==> config.mk <==
export PLATFORM = sky130hd
export DESIGN_NAME = gcd_lcm_unit
export DESIGN_NICKNAME = d
export VERILOG_FILES = /design/src/design/glu_pkg.sv /design/src/design/glu_divider.sv /design/src/design/gcd_lcm_unit.sv
export SDC_FILE = /design/constraint.sdc
export NUM_CORES = 2
export LEC_CHECK = 0
export ABC_AREA = 1
export BUFFER_PORTS_ARGS = -buffer_cell sky130_fd_sc_hd__buf_2
export CAP_MARGIN = 20
export CELL_PAD_IN_SITES_DETAIL_PLACEMENT = 1
export CELL_PAD_IN_SITES_GLOBAL_PLACEMENT = 1
export CORE_ASPECT_RATIO = 1.4
export CORE_MARGIN = 10
export CORE_UTILIZATION = 30
export CTS_BUF_LIST = sky130_fd_sc_hd__clkbuf_4 sky130_fd_sc_hd__clkbuf_8 sky130_fd_sc_hd__clkbuf_16
export CTS_CLUSTER_DIAMETER = 40
export DETAILED_ROUTE_END_ITERATION = 6
export PLACE_DENSITY = 0.64
export RECOVER_POWER = 50
export SYNTH_ARGS = -nofsm -noshare
export SYNTH_HDL_FRONTEND = slang
export SYNTH_SLANG_ARGS = --single-unit
export TNS_END_PERCENT = 10
==> constraint.sdc <==
create_clock -name i_clk -period 8.1 [get_ports i_clk]
set_clock_uncertainty 0.05 [all_clocks]
set_input_delay 1.215 -clock i_clk [delete_from_list [all_inputs] [get_ports i_clk]]
set_output_delay 1.215 -clock i_clk [all_outputs]
set_load 0.1 [all_outputs]
==> src/design/glu_pkg.sv <==
// ----------------------------------------------------------------------------
// glu_pkg
// shared constants, types and state encoding for the gcd / lcm unit
// ----------------------------------------------------------------------------
package glu_pkg;

    // number of low operand bits that take part (8 to 32)
    localparam int OP_W  = 32;
    localparam int CNT_W = $clog2(OP_W + 1);

    // port widths fixed by the interface
    localparam int IN_W  = 32;
    localparam int GCD_W = 32;
    localparam int LCM_W = 64;

    typedef logic [OP_W-1:0] t_op;

    // request to the shared divider
    typedef struct packed {
        logic start;
        t_op  dividend;
        t_op  divisor;
    } t_div_req;

    // response from the shared divider
    typedef struct packed {
        logic done;
        t_op  quotient;
        t_op  remainder;
    } t_div_rsp;

    typedef enum logic [2:0] {
        ST_IDLE,
        ST_GCD,
        ST_QUO,
        ST_MUL,
        ST_DONE
    } t_state;

endpackage

==> src/design/glu_divider.sv <==
// ----------------------------------------------------------------------------
// glu_divider
// shared restoring divider, one quotient bit per cycle
// ----------------------------------------------------------------------------
module glu_divider (
    input  logic              i_clk,
    input  logic              i_rst_n,
    input  glu_pkg::t_div_req i_req,
    output glu_pkg::t_div_rsp o_rsp
);
    import glu_pkg::*;

    logic             r_busy;
    logic             r_done;
    logic [CNT_W-1:0] r_cnt;
    t_op              r_q;
    t_op              r_rem;
    t_op              r_div;

    logic [OP_W:0]    rem_sh;
    logic [OP_W:0]    diff;
    logic             q_bit;

    always_comb begin
        rem_sh = {r_rem, r_q[OP_W-1]};
        diff   = rem_sh - {1'b0, r_div};
        q_bit  = ~diff[OP_W];
    end

    always_ff @(posedge i_clk) begin
        if (!i_rst_n) begin
            r_busy <= 1'b0;
            r_done <= 1'b0;
            r_cnt  <= '0;
        end else begin
            r_done <= 1'b0;
            if (i_req.start) begin
                r_busy <= 1'b1;
                r_cnt  <= CNT_W'(OP_W);
            end else if (r_busy) begin
                r_cnt <= r_cnt - CNT_W'(1);
                if (r_cnt == CNT_W'(1)) begin
                    r_busy <= 1'b0;
                    r_done <= 1'b1;
                end
            end
        end
    end

    // datapath, no reset needed
    always_ff @(posedge i_clk) begin
        if (i_req.start) begin
            r_q   <= i_req.dividend;
            r_rem <= '0;
            r_div <= i_req.divisor;
        end else if (r_busy) begin
            r_q   <= {r_q[OP_W-2:0], q_bit};
            r_rem <= q_bit ? diff[OP_W-1:0] : rem_sh[OP_W-1:0];
        end
    end

    assign o_rsp.done      = r_done;
    assign o_rsp.quotient  = r_q;
    assign o_rsp.remainder = r_rem;

endmodule

==> src/design/gcd_lcm_unit.sv <==
// ----------------------------------------------------------------------------
// gcd_lcm_unit
// greatest common divisor and least common multiple of two unsigned operands.
// one item is taken at a time. each Euclid remainder step runs through the
// single shared restoring divider; after the gcd is found the same divider
// forms a / gcd, then one registered 32 x 32 multiply gives the lcm. a zero
// operand skips all of it and returns with zero_error set and both results
// zero. operand bits above the low OP_W are ignored. the result sits in an
// output register, so the next item is taken while an earlier result still
// waits for its transfer.
// ----------------------------------------------------------------------------
module gcd_lcm_unit (
    input  logic                      i_clk,
    input  logic                      i_rst_n,
    // input channel
    input  logic                      i_in_valid,
    output logic                      o_in_stall,
    input  logic [glu_pkg::IN_W-1:0]  i_operand_a,
    input  logic [glu_pkg::IN_W-1:0]  i_operand_b,
    // result channel
    output logic                      o_out_valid,
    input  logic                      i_out_stall,
    output logic [glu_pkg::GCD_W-1:0] o_gcd_value,
    output logic [glu_pkg::LCM_W-1:0] o_lcm_value,
    output logic                      o_zero_error
);
    import glu_pkg::*;

    // sequencer state and working registers
    t_state                r_state, n_state;
    t_op                   r_a, n_a;       // masked operand a, kept for a / gcd
    t_op                   r_b, n_b;       // masked operand b, kept for the multiply
    t_op                   r_y, n_y;       // current Euclid divisor
    t_op                   r_gcd, n_gcd;
    t_op                   r_q, n_q;       // a / gcd
    logic [2*OP_W-1:0]     r_lcm, n_lcm;
    logic                  r_err, n_err;
    t_div_req              r_req, n_req;

    // output register
    logic                  r_out_valid, n_out_valid;
    logic [GCD_W-1:0]      r_out_gcd, n_out_gcd;
    logic [LCM_W-1:0]      r_out_lcm, n_out_lcm;
    logic                  r_out_err, n_out_err;

    t_div_rsp              div_rsp;
    t_op                   in_a, in_b;
    logic                  in_xfer;
    logic                  out_free;

    glu_divider u_div (
        .i_clk  (i_clk),
        .i_rst_n(i_rst_n),
        .i_req  (r_req),
        .o_rsp  (div_rsp)
    );

    // only the low OP_W bits of each operand take part
    assign in_a       = i_operand_a[OP_W-1:0];
    assign in_b       = i_operand_b[OP_W-1:0];
    assign o_in_stall = (r_state != ST_IDLE);
    assign in_xfer    = i_in_valid && !o_in_stall;
    // output register can take a new result when empty or being drained
    assign out_free   = !r_out_valid || !i_out_stall;

    always_comb begin
        n_state     = r_state;
        n_a         = r_a;
        n_b         = r_b;
        n_y         = r_y;
        n_gcd       = r_gcd;
        n_q         = r_q;
        n_lcm       = r_lcm;
        n_err       = r_err;
        n_req       = r_req;
        n_req.start = 1'b0;
        n_out_valid = r_out_valid && i_out_stall;
        n_out_gcd   = r_out_gcd;
        n_out_lcm   = r_out_lcm;
        n_out_err   = r_out_err;

        case (r_state)
            ST_IDLE: begin
                if (in_xfer) begin
                    n_a = in_a;
                    n_b = in_b;
                    if (in_a == '0 || in_b == '0) begin
                        // zero operand: flag and skip the arithmetic
                        n_err   = 1'b1;
                        n_gcd   = '0;
                        n_lcm   = '0;
                        n_state = ST_DONE;
                    end else begin
                        n_err        = 1'b0;
                        n_y          = in_b;
                        n_req.start  = 1'b1;
                        n_req.dividend = in_a;
                        n_req.divisor  = in_b;
                        n_state      = ST_GCD;
                    end
                end
            end
            ST_GCD: begin
                if (div_rsp.done) begin
                    if (div_rsp.remainder == '0) begin
                        // divisor of the last step is the gcd, now form a / gcd
                        n_gcd          = r_y;
                        n_req.start    = 1'b1;
                        n_req.dividend = r_a;
                        n_req.divisor  = r_y;
                        n_state        = ST_QUO;
                    end else begin
                        // shift the pair and divide again
                        n_y            = div_rsp.remainder;
                        n_req.start    = 1'b1;
                        n_req.dividend = r_y;
                        n_req.divisor  = div_rsp.remainder;
                    end
                end
            end
            ST_QUO: begin
                if (div_rsp.done) begin
                    n_q     = div_rsp.quotient;
                    n_state = ST_MUL;
                end
            end
            ST_MUL: begin
                // (a / gcd) * b, cannot exceed 2 * OP_W bits
                n_lcm   = (2*OP_W)'(r_q) * (2*OP_W)'(r_b);
                n_state = ST_DONE;
            end
            ST_DONE: begin
                if (out_free) begin
                    n_out_valid = 1'b1;
                    n_out_gcd   = GCD_W'(r_gcd);
                    n_out_lcm   = LCM_W'(r_lcm);
                    n_out_err   = r_err;
                    n_state     = ST_IDLE;
                end
            end
            default: begin
                n_state = ST_IDLE;
            end
        endcase
    end

    // control state
    always_ff @(posedge i_clk) begin
        if (!i_rst_n) begin
            r_state     <= ST_IDLE;
            r_req.start <= 1'b0;
            r_out_valid <= 1'b0;
        end else begin
            r_state     <= n_state;
            r_req.start <= n_req.start;
            r_out_valid <= n_out_valid;
        end
    end

    // payload, no reset needed
    always_ff @(posedge i_clk) begin
        r_a            <= n_a;
        r_b            <= n_b;
        r_y            <= n_y;
        r_gcd          <= n_gcd;
        r_q            <= n_q;
        r_lcm          <= n_lcm;
        r_err          <= n_err;
        r_req.dividend <= n_req.dividend;
        r_req.divisor  <= n_req.divisor;
        r_out_gcd      <= n_out_gcd;
        r_out_lcm      <= n_out_lcm;
        r_out_err      <= n_out_err;
    end

    assign o_out_valid  = r_out_valid;
    assign o_gcd_value  = r_out_gcd;
    assign o_lcm_value  = r_out_lcm;
    assign o_zero_error = r_out_err;

    // an errored result carries zeros in both result fields
    a_err_zero: assert property (@(posedge i_clk) disable iff (!i_rst_n)
        (o_out_valid && o_zero_error) |-> (o_gcd_value == '0 && o_lcm_value == '0))
        else $error("zero_error result with non-zero value");

    // a good result always has a non-zero gcd
    a_gcd_nonzero: assert property (@(posedge i_clk) disable iff (!i_rst_n)
        (o_out_valid && !o_zero_error) |-> (o_gcd_value != '0))
        else $error("zero gcd on a good result");

    // the divider only reports while the sequencer waits for it
    a_div_owner: assert property (@(posedge i_clk) disable iff (!i_rst_n)
        div_rsp.done |-> (r_state == ST_GCD || r_state == ST_QUO))
        else $error("divider done outside a divide state");

    // a transfer in closes the input until the result is moved to the output register
    a_busy_after_in: assert property (@(posedge i_clk) disable iff (!i_rst_n)
        in_xfer |=> o_in_stall)
        else $error("input open right after a transfer");

endmodule

==> impl_metrics.sql <==
INSERT INTO impl_metrics (metric_group, metric, value, unit) VALUES
('placed_design', 'numPlacedInstances', '9337', ''),
('timing', 'timing.setup.tns', '0', 'ps'),
('clock_tree', 'cts_made_buffers', '75', ''),
('placed_design', 'routabilityCongestion', '0.910', ''),
('die', 'ios', '167', ''),
('global_route', 'gr-total-overflow', '0', ''),
('clock_tree', 'clock_latency_on_the_worst_skew_pair', '680', 'ps'),
('synthesis', 'synth.cell_area', '0.0567', 'mm2'),
('synthesis', 'seq_area_frac_synth', '25.4', '%'),
('clock_tree', 'cts_tree', 'yes', ''),
('cells_and_area', 'area.growth.synth_to_final', '11.8', '%'),
('die', 'row_count', '188', ''),
('routing', 'post-route-drc-count', '0', ''),
('clock_tree', 'cts.clk_slew.worst_paths', '70', 'ps'),
('clock_tree', 'post_cts_buffers', '1', ''),
('synthesis', 'ys_async_rst_share', '0', '%'),
('routing', 'viasPerCell', '4.66', ''),
('run_status', 'failed_checks', 'capacitance limit, slew limit', ''),
('die', 'die_height', '534', 'um'),
('synthesis', 'syn-num-nets', '8087', ''),
('placed_design', 'io_buffers', '166', ''),
('global_route', 'grt_pass1_vias', '50600', ''),
('die', 'die_area', '0.207', 'mm2'),
('cells_and_area', 'top_register', 'r_req', ''),
('cells_and_area', 'multi_input_combinational_cell_area', '0.0340', 'mm2'),
('timing', 'layout_worst_path_cycle_share', '97.7', '%'),
('timing', 'holdWs', '361', 'ps'),
('routing', 'route.antenna.remaining_nets', '0', ''),
('clock_tree', 'clockBufferDepth', '3', ''),
('clock_tree', 'cts-resized-gates', '0', ''),
('setup_path', 'timing.critical_path.required', '8490', 'ps'),
('die', 'core_area', '0.188', 'mm2'),
('timing', 'max_slew_margin', '-180', '%'),
('cells_and_area', 'largest_register_ff_count', '65', ''),
('clock_tree', 'root_buffer', 'clkbuf_16', ''),
('synthesis', 'synth.yosys.warnings', '0', ''),
('setup_path', 'start_kind', 'flop', ''),
('routing', 'detail_route.first_pass.iterations', '5', ''),
('timing', 'period_minus_slack', '7910', 'ps'),
('cells_and_area', 'final_layout_size_suffix_gt1_share', '6.20', '%'),
('timing', 'setup_repair_after_global_routing_missed_its_margin', 'false', ''),
('routing', 'wire_per_inst', '20.9', 'um'),
('setup_path', 'cp_data_arrival_time', '8300', 'ps'),
('run_status', 'run_status', 'complete, but fails checks', ''),
('die', 'floorplan.die.width', '387', 'um'),
('global_route', 'wire_length_of_the_first_global_routing_pass', '302000', 'um'),
('worst_hold_path', 'hold_path.class', 'flop to flop', ''),
('synthesis', 'synth-main-ff-cell', 'edfxtp_1', ''),
('cells_and_area', 'final-seq-area', '0.0144', 'mm2'),
('clock_tree', 'cts_hold_repair.buffers', '0', ''),
('routing', 'drt_first_iter_violations', '2293', ''),
('routing', 'routed_wirelength', '198000', 'um'),
('synthesis', 'distinct_cell_type_count_of_the_synthesized_netlist', '41', ''),
('job', 'cap_viol_max_count', '8', ''),
('placed_design', 'detailedPlacementHpwl', '164000', 'um'),
('timing', 'timing.final.max_slew_violations', '383', ''),
('setup_path', 'critical_path_endpoint_category', 'flop', ''),
('synthesis', 'synth_seq_cells', '495', ''),
('cells_and_area', 'layout.filler_cells', '22500', ''),
('die', 'start_util', '30.2', '%'),
('cells_and_area', 'final-instance-count-excl-fill', '9485', ''),
('timing', 'finalHoldViolCount', '0', ''),
('global_route', 'grt_util_all_layers', '19.0', '%'),
('synthesis', 'syn_inst', '6825', ''),
('cells_and_area', 'num-nets-final', '8215', ''),
('routing', 'vias', '44200', ''),
('global_route', 'grt_antenna_before_repair', '19', ''),
('synthesis', 'post_synth.cell_area_avg', '8.31', 'um2'),
('setup_path', 'critical_path.max_fanout', '17', ''),
('clock_tree', 'clock-sinks', '495', ''),
('timing', 'tightestPinTransition', '4200', 'ps'),
('synthesis', 'number_of_enable_flip_flop_cells_after_synthesis', '450', ''),
('clock_tree', 'htreeDepth', '3', ''),
('timing', 'fmax', '126', 'MHz'),
('setup_path', 'critical_path_class', 'flop to flop', ''),
('global_route', 'grt_max_degree', '70', ''),
('timing', 'timing.final.setup_violations', '0', '');
-- layout make-up --
class	count	share of cell area, %
multi-input cells	4134	53.6
flip-flops and latches	495	22.7
inverters	1935	11.5
well taps	2470	4.88
repair buffers	312	3.19
clock buffers	88	3.14
clock inverters	49	0.940
diodes	2	0.00790
-- metrics by stage --
step	worst slack, ps	util [%]	cell area, um2
2_1_floorplan	1620	-	56700
3_3_place_gp	134	32.4	60800
3_5_place_dp	45.6	32.4	60800
4_1_cts	125	33.8	63400
5_1_grt	18.1	33.8	63400
6_report	190	33.8	63400
-- worst max-delay path, stage by stage, from the launching register on --
cell      delay, ps
edfxtp_1        910
nand2_1         130
inv_1           110
fa_1            460
fa_1            630
inv_1            80
fa_1            500
fa_1            510
inv_1            50
fa_1            580
fa_1            450
fa_1            690
fa_1            480
ha_1            440
nand2_1         120
nor2_1          280
inv_1            60
o21ai_0         280
inv_1           100
nand3_1         220
o21ai_0         110
a21oi_1         380
-- cell families (layout without fill, tap and decap cells) --
family,Yosys count,in the layout,share of synthesized area [%]
AND/OR/NAND/NOR,2504,2504,17.5
buffers and inverters,2196,2384,14.7
adder cells (fa/ha/maj),1194,1194,38.2
flip-flops,495,495,25.4
AO/OA/AOI/OAI,414,414,3.82
XOR/XNOR,22,22,0.340
other,0,2,0
-- layout by cell type (no fill, tap or decap), types with 45 or more instances in the layout --
cell / count
clkbuf_1: 61
clkbuf_16: 75
nand3_1: 176
a21oi_1: 196
o21ai_0: 183
inv_1: 1925
nand2_1: 1956
dfxtp_1: 45
buf_2: 113
nor2_1: 257
fa_1: 897
buf_4: 123
edfxtp_1: 450
ha_1: 297
-- worst paths after layout --
kind	from	endpoint	slack [ps]	cells after the start
hold / removal	r_gcd[20]$_SDFFCE_PN0P_	o_gcd_value[20]$_DFFE_PP_	360	0
setup / recovery	r_q[18]$_DFFE_PP_	r_lcm[29]$_SDFFCE_PP0P_	190	21
hold reg to reg	r_gcd[20]$_SDFFCE_PN0P_	o_gcd_value[20]$_DFFE_PP_	360	0
setup reg to reg	r_q[18]$_DFFE_PP_	r_lcm[29]$_SDFFCE_PP0P_	190	21
-- layer usage --
| layer | wire [um] | track usage, % | vias up |
|---|---|---|---|
| met5 | 20 | 0 | - |
| met4 | 12900 | 10.8 | 2 |
| met3 | 7100 | 2.00 | 422 |
| met2 | 107000 | 36.5 | 1039 |
| met1 | 71300 | 20.0 | 22700 |
| li1 | - | - | 20100 |
-- cell usage after synthesis (3+ instances only) --
cell / instances / area share (%)
nand3b_1: 10 / 0.13
nand4_1: 30 / 0.33
xnor2_1: 18 / 0.28
o21bai_1: 19 / 0.25
nor3_1: 21 / 0.19
a21oi_1: 197 / 1.7
edfxtp_1: 450 / 24
inv_2: 7 / 0.046
fa_1: 897 / 32
inv_1: 1928 / 13
nand2_1: 1957 / 13
buf_1: 3 / 0.020
o21ai_0: 183 / 1.6
nor4_1: 12 / 0.13
clkbuf_1: 236 / 1.6
buf_6: 3 / 0.060
and2_1: 3 / 0.033
ha_1: 297 / 6.6
dfxtp_1: 45 / 1.6
nor2_1: 259 / 1.7
nor2_2: 3 / 0.033
nand3_1: 176 / 1.6
xor2_1: 4 / 0.062
buf_2: 16 / 0.14
nand2_2: 20 / 0.22
nand2_4: 7 / 0.14
o21ai_1: 5 / 0.044
Power is not shown: default switching activity piles up to over one toggle a cycle in this logic, so the estimate is an artifact.
